**src/hw/rtl/sws_pkg.sv**
```systemverilog
// Shared constants and types for the key stack with blocker search.
package sws_pkg;

    localparam int STACK_DEPTH = 16;
    localparam int KEY_WIDTH   = 16;
    localparam int CNT_W       = $clog2(STACK_DEPTH + 1);
    localparam int PTR_W       = $clog2(STACK_DEPTH);

    // Request codes
    localparam logic [1:0] REQ_PUSH  = 2'd0;
    localparam logic [1:0] REQ_POP   = 2'd1;
    localparam logic [1:0] REQ_QUERY = 2'd2;

    // Result kinds
    localparam logic [2:0] KIND_PUSHED    = 3'd0;
    localparam logic [2:0] KIND_POPPED    = 3'd1;
    localparam logic [2:0] KIND_OVERFLOW  = 3'd2;
    localparam logic [2:0] KIND_UNDERFLOW = 3'd3;
    localparam logic [2:0] KIND_BLOCKER   = 3'd4;
    localparam logic [2:0] KIND_DONE      = 3'd5;

    typedef struct packed {
        logic [2:0]           kind;
        logic                 found;
        logic [KEY_WIDTH-1:0] value;
        logic                 last;
    } out_beat_t;

endpackage

```
**src/hw/rtl/stack_with_search_blockers.sv**
```systemverilog
// Bounded key stack with push, pop and a query that lists the blocking entries.
//
// Input channel (s_valid/s_ready): one request per beat, s_req_type selects
// push, pop or query, s_key_value carries the key. Unused request codes are
// taken and dropped without a result.
// Result channel (m_valid/m_ready): one result per beat; m_last marks the
// final result of a request. Push, pop, overflow and underflow give one beat;
// a query gives one beat per blocking entry (top first) and a final beat with
// m_found set if the key was present.
// Sequencing: one request is in flight at a time. Push, overflow, underflow
// and empty-stack query results are registered on acceptance; a pop first
// reads the top entry from memory. A query scans down from the top one entry
// per cycle until it matches or reaches the bottom, then re-reads the blocking
// entries one per cycle while the output is free, using the single read port.
// Results go through one output register, so a new request is taken as soon
// as the final result of the previous one is in that register and it is free
// or being drained.
// Reset (aresetn low, synchronous) empties the stack and clears the output
// valid flag; entry contents are not cleared. A stalled receiver holds the
// block in place: the pending result and the memory read data stay put.
module stack_with_search_blockers (
    input  logic                         aclk,
    input  logic                         aresetn,
    input  logic                         s_valid,
    output logic                         s_ready,
    input  logic [1:0]                   s_req_type,
    input  logic [sws_pkg::KEY_WIDTH-1:0] s_key_value,
    output logic                         m_valid,
    input  logic                         m_ready,
    output logic [2:0]                   m_result_kind,
    output logic                         m_found,
    output logic [sws_pkg::KEY_WIDTH-1:0] m_entry_value,
    output logic                         m_last
);
    import sws_pkg::*;

    typedef enum logic [2:0] {
        ST_IDLE,
        ST_POP_WAIT,
        ST_SCAN,
        ST_LIST,
        ST_FIN
    } state_t;

    state_t               state_reg, state_next;
    logic [CNT_W-1:0]     count_reg, count_next;
    logic [PTR_W-1:0]     ptr_reg, ptr_next;
    logic [PTR_W-1:0]     stop_ptr_reg, stop_ptr_next;
    logic [KEY_WIDTH-1:0] key_reg, key_next;
    logic                 m_valid_reg, m_valid_next;
    out_beat_t            m_beat_reg, m_beat_next;

    logic                 ram_wr_en;
    logic                 ram_rd_en;
    logic [PTR_W-1:0]     ram_rd_addr;
    logic [KEY_WIDTH-1:0] ram_rd_data;

    logic                 out_free;
    logic                 stack_full;
    logic                 stack_empty;
    logic [CNT_W-1:0]     cnt_dec;
    logic [PTR_W-1:0]     top_ptr;
    logic [PTR_W-1:0]     ptr_dec;

    function automatic out_beat_t make_beat(logic [2:0] kind, logic found,
                                            logic [KEY_WIDTH-1:0] value,
                                            logic last);
        out_beat_t b;
        b.kind  = kind;
        b.found = found;
        b.value = value;
        b.last  = last;
        return b;
    endfunction

    sws_ram u_ram (
        .aclk    (aclk),
        .wr_en   (ram_wr_en),
        .wr_addr (count_reg[PTR_W-1:0]),
        .wr_data (s_key_value),
        .rd_en   (ram_rd_en),
        .rd_addr (ram_rd_addr),
        .rd_data (ram_rd_data)
    );

    assign out_free    = !m_valid_reg || m_ready;
    assign stack_full  = (count_reg == CNT_W'(STACK_DEPTH));
    assign stack_empty = (count_reg == '0);
    assign cnt_dec     = count_reg - CNT_W'(1);
    assign top_ptr     = cnt_dec[PTR_W-1:0];
    assign ptr_dec     = ptr_reg - PTR_W'(1);
    assign s_ready     = (state_reg == ST_IDLE) && out_free;

    // Sequence requests; accesses never overlap, so no forwarding is needed
    always_comb begin
        state_next    = state_reg;
        count_next    = count_reg;
        ptr_next      = ptr_reg;
        stop_ptr_next = stop_ptr_reg;
        key_next      = key_reg;
        m_valid_next  = m_valid_reg && !m_ready;
        m_beat_next   = m_beat_reg;
        ram_wr_en     = 1'b0;
        ram_rd_en     = 1'b0;
        ram_rd_addr   = ptr_reg;

        case (state_reg)
            ST_IDLE: begin
                if (s_valid && s_ready) begin
                    case (s_req_type)
                        REQ_PUSH: begin
                            m_valid_next = 1'b1;
                            if (stack_full) begin
                                m_beat_next = make_beat(KIND_OVERFLOW, 1'b0, '0, 1'b1);
                            end else begin
                                ram_wr_en   = 1'b1;
                                count_next  = count_reg + CNT_W'(1);
                                m_beat_next = make_beat(KIND_PUSHED, 1'b0, '0, 1'b1);
                            end
                        end
                        REQ_POP: begin
                            if (stack_empty) begin
                                m_valid_next = 1'b1;
                                m_beat_next  = make_beat(KIND_UNDERFLOW, 1'b0, '0, 1'b1);
                            end else begin
                                ram_rd_en   = 1'b1;
                                ram_rd_addr = top_ptr;
                                state_next  = ST_POP_WAIT;
                            end
                        end
                        REQ_QUERY: begin
                            if (stack_empty) begin
                                m_valid_next = 1'b1;
                                m_beat_next  = make_beat(KIND_DONE, 1'b0, '0, 1'b1);
                            end else begin
                                key_next    = s_key_value;
                                ptr_next    = top_ptr;
                                ram_rd_en   = 1'b1;
                                ram_rd_addr = top_ptr;
                                state_next  = ST_SCAN;
                            end
                        end
                        default: begin
                        end
                    endcase
                end
            end
            ST_POP_WAIT: begin
                if (out_free) begin
                    m_valid_next = 1'b1;
                    m_beat_next  = make_beat(KIND_POPPED, 1'b0, ram_rd_data, 1'b1);
                    count_next   = cnt_dec;
                    state_next   = ST_IDLE;
                end
            end
            ST_SCAN: begin
                if (ram_rd_data == key_reg) begin
                    if (ptr_reg == top_ptr) begin
                        // match on top: nothing blocks it
                        if (out_free) begin
                            m_valid_next = 1'b1;
                            m_beat_next  = make_beat(KIND_DONE, 1'b1, '0, 1'b1);
                            state_next   = ST_IDLE;
                        end
                    end else begin
                        // restart from the top to list the blockers
                        stop_ptr_next = ptr_reg;
                        ptr_next      = top_ptr;
                        ram_rd_en     = 1'b1;
                        ram_rd_addr   = top_ptr;
                        state_next    = ST_LIST;
                    end
                end else if (ptr_reg == '0) begin
                    if (out_free) begin
                        m_valid_next = 1'b1;
                        m_beat_next  = make_beat(KIND_DONE, 1'b0, '0, 1'b1);
                        state_next   = ST_IDLE;
                    end
                end else begin
                    ptr_next    = ptr_dec;
                    ram_rd_en   = 1'b1;
                    ram_rd_addr = ptr_dec;
                end
            end
            ST_LIST: begin
                if (out_free) begin
                    m_valid_next = 1'b1;
                    m_beat_next  = make_beat(KIND_BLOCKER, 1'b0, ram_rd_data, 1'b0);
                    if (ptr_dec == stop_ptr_reg) begin
                        state_next = ST_FIN;
                    end else begin
                        ptr_next    = ptr_dec;
                        ram_rd_en   = 1'b1;
                        ram_rd_addr = ptr_dec;
                    end
                end
            end
            ST_FIN: begin
                if (out_free) begin
                    m_valid_next = 1'b1;
                    m_beat_next  = make_beat(KIND_DONE, 1'b1, '0, 1'b1);
                    state_next   = ST_IDLE;
                end
            end
            default: begin
                state_next = ST_IDLE;
            end
        endcase
    end

    // Hold state, pointers and the output register
    always_ff @(posedge aclk) begin
        if (!aresetn) begin
            state_reg   <= ST_IDLE;
            count_reg   <= '0;
            m_valid_reg <= 1'b0;
        end else begin
            state_reg   <= state_next;
            count_reg   <= count_next;
            m_valid_reg <= m_valid_next;
        end
        ptr_reg      <= ptr_next;
        stop_ptr_reg <= stop_ptr_next;
        key_reg      <= key_next;
        m_beat_reg   <= m_beat_next;
    end

    assign m_valid       = m_valid_reg;
    assign m_result_kind = m_beat_reg.kind;
    assign m_found       = m_beat_reg.found;
    assign m_entry_value = m_beat_reg.value;
    assign m_last        = m_beat_reg.last;

    // Fill level never passes the memory depth
    a_count_bound: assert property (@(posedge aclk) disable iff (!aresetn)
        count_reg <= CNT_W'(STACK_DEPTH))
        else $error("stack count beyond depth");

    // Accepted push on a non-full stack grows it by one
    a_push_grows: assert property (@(posedge aclk) disable iff (!aresetn)
        (s_valid && s_ready && s_req_type == REQ_PUSH && !stack_full)
        |=> count_reg == $past(count_reg) + CNT_W'(1))
        else $error("push did not grow the stack");

    // Only blocker beats are non-final
    a_last_kind: assert property (@(posedge aclk) disable iff (!aresetn)
        m_valid |-> (m_last == (m_result_kind != KIND_BLOCKER)))
        else $error("last flag does not match result kind");

    // Found is only set on a finished query
    a_found_kind: assert property (@(posedge aclk) disable iff (!aresetn)
        (m_valid && m_found) |-> m_result_kind == KIND_DONE)
        else $error("found flag on a non-query result");

endmodule

```
**src/hw/rtl/sws_ram.sv**
```systemverilog
// Stack entry memory: one write port, one registered read port.
module sws_ram (
    input  logic                         aclk,
    input  logic                         wr_en,
    input  logic [sws_pkg::PTR_W-1:0]     wr_addr,
    input  logic [sws_pkg::KEY_WIDTH-1:0] wr_data,
    input  logic                         rd_en,
    input  logic [sws_pkg::PTR_W-1:0]     rd_addr,
    output logic [sws_pkg::KEY_WIDTH-1:0] rd_data
);
    import sws_pkg::*;

    logic [KEY_WIDTH-1:0] mem [STACK_DEPTH];
    logic [KEY_WIDTH-1:0] rd_data_reg;

    // Write on request; read data holds until the next read
    always_ff @(posedge aclk) begin
        if (wr_en) begin
            mem[wr_addr] <= wr_data;
        end
        if (rd_en) begin
            rd_data_reg <= mem[rd_addr];
        end
    end

    assign rd_data = rd_data_reg;

endmodule
```
**config.mk**
```make
export PLATFORM = sky130hd
export DESIGN_NAME = stack_with_search_blockers
export DESIGN_NICKNAME = d
export VERILOG_FILES = /design/src/hw/rtl/sws_pkg.sv /design/src/hw/rtl/stack_with_search_blockers.sv /design/src/hw/rtl/sws_ram.sv
export SDC_FILE = /design/constraint.sdc
export NUM_CORES = 1
export LEC_CHECK = 0
export BUFFER_PORTS_ARGS = -buffer_cell sky130_fd_sc_hd__buf_2
export CAP_MARGIN = 30
export CORE_ASPECT_RATIO = 1.25
export CORE_MARGIN = 3
export CORE_UTILIZATION = 45
export CTS_CLUSTER_SIZE = 20
export DETAILED_ROUTE_END_ITERATION = 6
export REMOVE_ABC_BUFFERS = 1
export SLEW_MARGIN = 25
export SYNTH_ARGS = -nofsm -noshare
export SYNTH_HDL_FRONTEND = slang
export SYNTH_SLANG_ARGS = --single-unit
export TNS_END_PERCENT = 50
```
**constraint.sdc**
```tcl
create_clock -name aclk -period 4.9 [get_ports aclk]
set_input_delay 0 -clock aclk [delete_from_list [all_inputs] [get_ports aclk]]
set_output_delay 0 -clock aclk [all_outputs]
set_load 0.01 [all_outputs]
```
==> impl_metrics.csv, run 1 <==
group,metric,value,unit
cts,clkSlewWorstSetupHoldPaths,70,ps
synthesis,synth_area,0.0136,sq mm
floorplan,die_area,0.0323,sq mm
cts,cts_buffers,31,
pwr,p_leak,5.44,nW
critical_path,crit_type,"reg -> reg",
min_path,hold_depth,5,
timing,max_slew.worst_pin.slew,938,ps
grt,overflow,0,
drt,route.antenna.remaining_nets,0,
critical_path,cp.required,5200,ps
placed_design,routabilityCongestion,0.843,
cells_and_area,area.growth.synth_to_final,14.4,%
synthesis,dominantRegCellSynth,"edfxtp_1",
cells_and_area,num_antenna_cells,0,
grt,grtUsageMet1,26.3,%
synthesis,ys_async_sr_fraction,0,%
synthesis,ys_seq_area_share,71.5,%
grt,met2_usage,34.5,%
min_path,hold_start,"s_req_type[0]",
timing,slew_violations,0,
cells_and_area,post-route-util,52.6,%
cts,postCtsResizedCells,0,
drt,post_drt_wl_per_cell,23.8,um
synthesis,synth_edf_count,317,
cts,clkSinkCount,326,
placed_design,dp_worst_setup_slack,680,ps
synthesis,synth_top_area_share,70.2,%
min_path,hold_end,"m_result_kind[1]$_DFFE_PP_",
grt,grt_max_degree,62,
pwr,power.density,643,mW/mm^2
cts,postCtsSetupBuffers,0,
timing,finalSetupViolCount,0,
drt,dr.pass1.iters,5,
cells_and_area,largest_reg_flops,256,
timing,rsz0062_at_grt,"no",
placed_design,port_buffers,44,
drt,via_per_inst,5.75,
timing,layout_min_cycle_time,4210,ps
timing,clock.fmax,238,MHz
cells_and_area,drive_above_1_share,14.2,%
synthesis,synth_area_leader_cell,"edfxtp_1",
synthesis,ys_ff_latch,326,
cts,clock_path_buffers,3,
grt,grt_pass1_wl,47900,um
floorplan,die_y,200,um
timing,final.setup.tns,0,ps
placed_design,dpl.hpwl,19200,um
critical_path,worstPathMaxFanout,10,
timing,slew-limit-headroom,37.5,%
synthesis,syn_inst,853,
timing,hold_viol,0,
critical_path,r2r_cells,12,
critical_path,cp-end-kind,"flip-flop",
synthesis,syn_avg_cell_area,15.9,sq um
critical_path,arrival,4510,ps
floorplan,num_io_pins,45,
grt,grt_pass1_vias,7768,
timing,worst_slack,693,ps
timing,min_period_over_period,85.9,%
critical_path,reg2reg_from,"count_reg[0]$_SDFFE_PN0P_",
critical_path,startpoint_type,"flip-flop",
cts,clock_latency,570,ps
drt,drc,0,
cts,cts_tree,"built",
cts,cts-root-buf,"clkbuf_16",
min_path,hp-class,"in -> reg",
synthesis,ys_types,62,
drt,via_count,7779,
synthesis,synth_area_leaders,"edfxtp_1 (70%), mux2i_1 (9.7%), o22ai_1 (3.0%), dfxtp_1 (1.3%), xor2_1 (1.3%)",
drt,drt-total-wl,32200,um
grt,antenna_found_initial,0,
pwr,peakVddDrop,0.516,mV
synthesis,yosys_warnings,0,
run,max_cap_violations,0,
floorplan,core,0.0295,sq mm
floorplan,start_util,45.9,%
floorplan,fp-row-count,70,
outcome,status,"completed",
cells_and_area,nets,963,
grt,use_met3,2.33,%
critical_path,r2r-end,"u_ram.rd_data[1]$_DFFE_PP_",
drt,drtIter0Drc,717,
timing,fin_skew,17.1,ps
grt,top_usage_layer,"met2",
cells_and_area,largest_register,"u_ram.mem",
critical_path,rrSetupSlack,690,ps
cts,h-tree-depth,1,
floorplan,die_w,161,um
grt,grt_usage,19.9,%
stage by stage:
step           hold slack, ps  power (mW)  area [sq um]  std cells
6_report                  140        9.97         15500       1352
5_1_grt                   116        10.4         15500       1352
3_5_place_dp              365        7.62         14300       1276
2_1_floorplan            98.9        6.08         13300        809
4_1_cts                  88.5        10.0         15500       1352
3_3_place_gp              357        7.61         14300       1275
worst max-delay path: stages (launching register included):
cell and delay [ps]:
dfxtp_1 520, inv_1 170, ha_1 290, or4b_1 410, nand2_1 90, o41a_1 450
o31a_1 350, and4b_1 280, nor2_1 80, nand2_1 480, buf_4 290, o22ai_1 100
or4_1 430
routing by layer:
| metal | routed length (um) | up-vias |
|---|---|---|
| met2 | 16200 | 258 |
| met1 | 13500 | 3933 |
| met4 | 973 | 0 |
| li1 | - | 3531 |
| met5 | 0 | - |
| met3 | 1560 | 57 |
power by group:
part / switching, mW / internal (mW) / leakage [nW]
registers: 0.214 / 3.50 / 2.95
clock network: 1.00 / 1.38 / 0.491
logic: 2.34 / 1.54 / 2.00
cells in the mapped netlist (4+ instances only):
| cell type | instances |
|---|---|
| nor2b_1 | 4 |
| nand2_1 | 27 |
| or4_1 | 16 |
| a211oi_1 | 5 |
| xnor2_1 | 11 |
| nor3_1 | 10 |
| inv_1 | 10 |
| o22ai_1 | 66 |
| clkbuf_1 | 12 |
| buf_4 | 11 |
| nand2b_1 | 4 |
| and2_1 | 20 |
| a22o_1 | 15 |
| or3_1 | 4 |
| nand3_1 | 6 |
| o21ai_0 | 13 |
| nor2_1 | 31 |
| dfxtp_1 | 9 |
| edfxtp_1 | 317 |
| buf_2 | 19 |
| a21oi_1 | 15 |
| nor4_1 | 7 |
| ha_1 | 10 |
| xor2_1 | 20 |
| mux2i_1 | 131 |
| nor3b_1 | 5 |
worst max-delay path by stage:
stage                               from                          to  slack (ps)
6_report       count_reg[0]$_SDFFE_PN0P_  u_ram.rd_data[1]$_DFFE_PP_         690
3_5_place_dp   count_reg[0]$_SDFFE_PN0P_  u_ram.rd_data[1]$_DFFE_PP_         680
4_1_cts        count_reg[0]$_SDFFE_PN0P_  u_ram.rd_data[1]$_DFFE_PP_         670
5_1_grt        count_reg[0]$_SDFFE_PN0P_  u_ram.rd_data[4]$_DFFE_PP_         510
2_1_floorplan       ptr_reg[0]$_DFFE_PP_  u_ram.rd_data[0]$_DFFE_PP_       -6850
3_3_place_gp   count_reg[0]$_SDFFE_PN0P_  u_ram.rd_data[1]$_DFFE_PP_         660
cells in the final DEF, fill, tap and decap left out, types with 10 or more instances in the layout:
master and n:
o22ai_1 66, or4_1 16, a22o_1 15, nor2_1 30
a21oi_1 15, ha_1 10, inv_1 10, o21ai_0 13
buf_4 24, mux2i_1 131, xnor2_1 11, and2_1 15
dlygate4sd3_1 18, xor2_1 20, buf_2 44, clkbuf_16 31
edfxtp_1 317, nand2_1 27
final cells by class:
class / instances / area (sq um)
clock buffers: 40 / 810
clock inverters: 18 / 208
inverters: 10 / 37.5
repair buffers: 89 / 632
well taps: 396 / 495
fillers: 2436 / 14000
multi-input cells: 473 / 3630
flip-flops and latches: 326 / 9700
cell families (layout without fill, tap and decap cells):
logic type / after synthesis / in the layout / share of synthesized area (%)
flops: 326 / 326 / 71.5
simple gates: 157 / 157 / 6.49
compound gates: 141 / 141 / 7.04
mux: 132 / 132 / 9.75
buf+inv: 54 / 157 / 2.03
xor+xnor: 33 / 33 / 2.24
fa+ha+maj: 10 / 10 / 0.923
timing repair:
action | CTS | global route
endpoints found under the setup margin | 0 | 0
endpoints found under the hold margin | 281 | 0
hold buffers | 18 | 0
No activity file was read; power rests on OpenSTA's default activity.
==> run 2, diff against run 1 <==
- MAX_ROUTING_LAYER: not set -> met4
==> impl_metrics.csv, run 2 (synthesis results as in run 1) <==
group,metric,value,unit
run,max_cap_violations,0,
cts,h-tree-depth,2,
cells_and_area,final_cell_count_no_fill,1350,
cells_and_area,mostFrequentLayoutCells,"edfxtp_1 (317), mux2i_1 (131), o22ai_1 (66), buf_2 (44), clkbuf_16 (34)",
cts,clkSinkCount,326,
drt,drt-total-wl,32900,um
cells_and_area,nets,967,
grt,grt_pass1_vias,7665,
cts,postCtsSetupBuffers,0,
pwr,power.density,643,mW/mm^2
critical_path,rrSetupSlack,490,ps
timing,slew_violations,0,
timing,max_slew.worst_pin.slew,976,ps
cells_and_area,stdcell_area,0.0155,sq mm
placed_design,port_buffers,44,
placed_design,routabilityCongestion,0.876,
timing,rsz0062_at_grt,"no",
cts,postCtsResizedCells,0,
placed_design,placed_area,0.0143,sq mm
critical_path,max_stage_delay,600,ps
placed_design,dpl.hpwl,19600,um
cts,cts-root-buf,"clkbuf_16",
critical_path,cp.required,5120,ps
pwr,p_leak,5.44,nW
timing,min_period_over_period,90.0,%
drt,route.antenna.remaining_nets,0,
grt,grt_max_degree,39,
critical_path,slowest_stage,"or4_1",
drt,via_count,7789,
cells_and_area,largest_reg_flops,256,
critical_path,startpoint,"count_reg[0]$_SDFFE_PN0P_",
grt,grt_pass1_wl,48800,um
placed_design,dp_cells,1278,
cts,clkSlewWorstSetupHoldPaths,60,ps
timing,clock.fmax,227,MHz
grt,antenna_found_initial,0,
critical_path,startpoint_type,"flip-flop",
critical_path,cp-end-kind,"flip-flop",
floorplan,die_y,200,um
cells_and_area,final_common_cell,"edfxtp_1",
cells_and_area,area.growth.synth_to_final,14.3,%
cts,cts_buffers,34,
critical_path,reg2reg_from,"count_reg[0]$_SDFFE_PN0P_",
cts,clock_path_buffers,3,
floorplan,die_area,0.0323,sq mm
critical_path,crit_chain,"inv_1 -> ha_1 -> or4b_1 -> nand2_1 -> o41a_1 -> o31ai_1 -> o2111ai_4 -> buf_12 -> mux2i_1 -> o22ai_1 -> or4_1",
floorplan,die_w,161,um
timing,layout_min_cycle_time,4410,ps
cells_and_area,drive_above_1_share,14.4,%
timing,fin_skew,18.5,ps
critical_path,crit_type,"reg -> reg",
cells_and_area,largest_register,"u_ram.mem",
min_path,hp-class,"in -> reg",
cts,clock_latency,510,ps
floorplan,fp-row-count,70,
cells_and_area,nFillCells,2435,
cts,cts_tree,"built",
drt,drtIter0Drc,762,
floorplan,start_util,45.9,%
timing,slew-limit-headroom,34.9,%
cells_and_area,num_antenna_cells,0,
critical_path,crit_end,"u_ram.rd_data[4]$_DFFE_PP_",
critical_path,worstPathMaxFanout,38,
timing,hold_viol,0,
floorplan,core,0.0295,sq mm
drt,dr.pass1.iters,5,
floorplan,num_io_pins,45,
drt,post_drt_wl_per_cell,24.4,um
grt,overflow,0,
timing,finalSetupViolCount,0,
drt,via_per_inst,5.77,
grt,grt_usage,21.1,%
drt,drc,0,
pwr,peakVddDrop,0.401,mV
critical_path,arrival,4630,ps
critical_path,r2r_cells,11,
outcome,status,"completed",
critical_path,r2r-end,"u_ram.rd_data[4]$_DFFE_PP_",
[run 2: how the worst min path moves through the flow]
stage / from / endpoint / slack (ps) / depth (start not counted)
final: m_ready / m_valid$_SDFF_PN0_ / 90 / 4
after CTS: m_ready / m_valid$_SDFF_PN0_ / 80 / 4
after detailed placement: aresetn / state_reg[1]$_SDFFE_PN0P_ / 360 / 2
after floorplan: s_key_value[0] / key_reg[0]$_DFFE_PP_ / 100 / 0
after global placement: aresetn / state_reg[1]$_SDFFE_PN0P_ / 360 / 2
after global routing: m_ready / m_valid$_SDFF_PN0_ / 120 / 4
[run 2: per-layer routing]
layer | GRT usage (%) | routed length [um] | up-vias
li1 | - | - | 3524
met1 | 27.3 | 14200 | 4000
met2 | 35.3 | 16500 | 206
met3 | 2.85 | 1420 | 59
met4 | 5.83 | 814 | 0
met5 | - | 0 | -
[run 2: cell type report]
type                            instances  area [sq um]  area share, %
Clock inverter                         12          91.3          0.590
Sequential cell                       326          9700           62.6
Multi-Input combinational cell        473          3640           23.5
Timing Repair Buffer                   90           649           4.19
Clock buffer                           43           885           5.71
Tap cell                              396           495           3.20
Inverter                               10          37.5          0.242
[run 2: critical path: cells and delay by family, from the launching register on]
| family | cells | cell delay, ps |
|---|---|---|
| AO/OA/AOI/OAI | 4 | 1500 |
| adder cells (fa/ha/maj) | 1 | 280 |
| buffers and inverters | 2 | 510 |
| flip-flops | 1 | 540 |
| multiplexers | 1 | 180 |
| AND/OR/NAND/NOR | 3 | 1080 |
[run 2: power breakdown]
part           switching, mW  total, mW  internal (mW)
registers              0.221       3.72           3.50
clock network           1.01       2.33           1.33
logic                   2.34       3.91           1.58
[run 2: repair_timing]
item	CTS	global route
setup endpoints to repair	0	0
hold buffers	17	0
endpoints found under the hold margin	281	0
[run 2: through the flow]
step / setup WS (ps) / utilization [%] / total power, mW / setup TNS (ps) / hold slack (ps)
finish: 492 / 52.5 / 9.96 / 0 / 91.8
global route: 223 / 52.5 / 10.5 / 0 / 124
detailed placement: 502 / 48.6 / 7.68 / 0 / 358
global placement: 517 / 48.5 / 7.66 / 0 / 363
CTS: 466 / 52.5 / 10.0 / 0 / 81.4
floorplan: -6850 / - / 6.08 / -109520 / 98.9
==> run 3, diff against run 2 <==
- CORE_UTILIZATION: 45 -> 40
==> impl_metrics.csv, run 3 (synthesis results as in run 1) <==
group,metric,value,unit
critical_path,worstPathMaxFanout,20,
pwr,comb_power_share,39.0,%
pwr,clockPowerShare,23.6,%
pwr,power.switching,3.57,mW
run,max_cap_violations,0,
timing,finalSetupViolCount,0,
placed_design,routabilityCongestion,0.873,
grt,grt_pass1_vias,7584,
timing,clock.fmax,229,MHz
drt,drtIter0Drc,795,
cts,clkSlewWorstSetupHoldPaths,60,ps
drt,drt-total-wl,33500,um
drt,via_count,7738,
critical_path,cp-end-kind,"flip-flop",
cts,cts_tree,"built",
cells_and_area,mostFrequentLayoutCells,"edfxtp_1 (317), mux2i_1 (131), o22ai_1 (66), buf_2 (44), clkbuf_16 (34)",
cells_and_area,final_common_cell,"edfxtp_1",
grt,grt_pass1_wl,49400,um
timing,slew-limit-headroom,35.5,%
placed_design,port_buffers,44,
min_path,hp-class,"in -> reg",
cts,cts_buffers,34,
pwr,power_frac_seq,37.3,%
timing,layout_min_cycle_time,4360,ps
cells_and_area,largest_reg_flops,256,
cells_and_area,nets,973,
timing,hold_viol,0,
critical_path,crit_chain,"inv_1 -> ha_1 -> or4b_1 -> nand2_1 -> o41a_1 -> o31ai_1 -> o2111ai_4 -> buf_12 -> buf_12 -> mux2i_1 -> o22ai_1 -> or4_1",
drt,drc,0,
critical_path,cpMostUsedCell,"buf_12",
grt,antenna_found_initial,0,
cells_and_area,area.growth.synth_to_final,15.0,%
grt,overflow,0,
critical_path,cp.required,5120,ps
cts,clock_path_buffers,3,
critical_path,crit_type,"reg -> reg",
pwr,p_leak,5.47,nW
floorplan,core,0.0331,sq mm
timing,fin_skew,12.8,ps
floorplan,fp-row-count,74,
drt,route.antenna.remaining_nets,0,
cells_and_area,num_antenna_cells,0,
floorplan,die_area,0.0362,sq mm
timing,slew_violations,0,
drt,via_per_inst,5.62,
floorplan,die_w,171,um
cells_and_area,nFillCells,2812,
timing,holdWs,69.0,ps
timing,rsz0062_at_grt,"no",
floorplan,die_y,212,um
critical_path,startpoint_type,"flip-flop",
pwr,switching_share,35.5,%
cts,cts-root-buf,"clkbuf_16",
pwr,peakVddDrop,0.449,mV
pwr,power.density,644,mW/mm^2
critical_path,slowest_stage,"or4_1",
timing,max_slew.worst_pin.slew,967,ps
floorplan,start_util,41.0,%
pwr,power.internal,6.48,mW
cells_and_area,drive_above_1_share,14.2,%
cells_and_area,largest_register,"u_ram.mem",
cts,clock_latency,510,ps
drt,post_drt_wl_per_cell,24.4,um
timing,final.setup.tns,0,ps
grt,grt_usage,19.1,%
drt,dr.pass1.iters,5,
placed_design,dpl.hpwl,19600,um
cts,h-tree-depth,2,
outcome,status,"completed",
grt,grt_max_degree,57,
critical_path,max_stage_delay,580,ps
cts,clkSinkCount,326,
critical_path,arrival,4580,ps
floorplan,num_io_pins,45,
timing,min_period_over_period,89.0,%
cts,postCtsResizedCells,0,
==> run 3: changes by cell type in the layout (fill, tap and decap cells not counted) <==
cell | previous run | this run
buf_12 | 3 | 4
clkinv_4 | 0 | 1
clkinv_2 | 6 | 2
bufinv_16 | 1 | 2
clkinv_1 | 4 | 2
and2_2 | 6 | 0
and2_1 | 14 | 20
buf_4 | 25 | 30
nor2b_2 | 0 | 1
clkbuf_1 | 9 | 12
nor2b_1 | 4 | 3
==> run 3: cell type report <==
type / instances / area (sq um) / area share [%]
clock buffers: 46 / 896 / 5.74
well taps: 418 / 523 / 3.35
inverters: 10 / 37.5 / 0.241
multi-input cells: 473 / 3630 / 23.3
clock inverters: 8 / 103 / 0.658
repair buffers: 96 / 707 / 4.53
flip-flops and latches: 326 / 9700 / 62.2
==> run 3: path summary, 6_finish.rpt <==
path,start,endpoint,slack [ps],depth (start not counted)
worst min-delay path,m_ready,m_valid$_SDFF_PN0_,70,4
worst min register to register,m_result_kind[1]$_DFFE_PP_,m_result_kind[1]$_DFFE_PP_,550,1
worst max-delay path,count_reg[0]$_SDFFE_PN0P_,u_ram.rd_data[7]$_DFFE_PP_,540,12
worst max register to register,count_reg[0]$_SDFFE_PN0P_,u_ram.rd_data[7]$_DFFE_PP_,540,12
==> run 3: power groups by stage <==
stage	registers (mW)	clock network, mW	logic [mW]
global placement	3.81	0	3.89
CTS	3.76	2.42	3.94
finish	3.75	2.37	3.92
detailed placement	3.81	0	3.91
global route	3.78	2.54	4.22
floorplan	3.76	0	2.32
==> run 3: per-stage QoR <==
| step | power (mW) | instance area (sq um) | instances | util, % | setup slack (ps) |
|---|---|---|---|---|---|
| 2_1_floorplan | 6.08 | 13300 | 809 | - | -6850 |
| 3_3_place_gp | 7.71 | 14400 | 1305 | 43.6 | 506 |
| 3_5_place_dp | 7.72 | 14400 | 1306 | 43.6 | 534 |
| 4_1_cts | 10.1 | 15600 | 1377 | 47.2 | 486 |
| 5_1_grt | 10.5 | 15600 | 1377 | 47.2 | 398 |
| 6_report | 10.0 | 15600 | 1377 | 47.2 | 541 |
==> run 3: layer usage <==
metal / wire [um] / global-route usage, %
met5: 0 / -
met3: 1670 / 2.75
met2: 16200 / 30.7
met1: 14500 / 25.0
met4: 1100 / 6.63
==> run 3: timing repair <==
action                    4_1_cts  5_1_grt
hold endpoints to repair      281        0
buffers inserted                0        0
hold buffers                   17        0
==> run 3: worst max-delay path: cells and delay by family, from the launching register on <==
kind,cells,cell delay [ps]
AOI/OAI and AO/OA,4,1330
and+or+nand+nor,3,1100
buffers and inverters,3,600
DFF,1,550
adders and majority gates,1,310
muxes,1,180
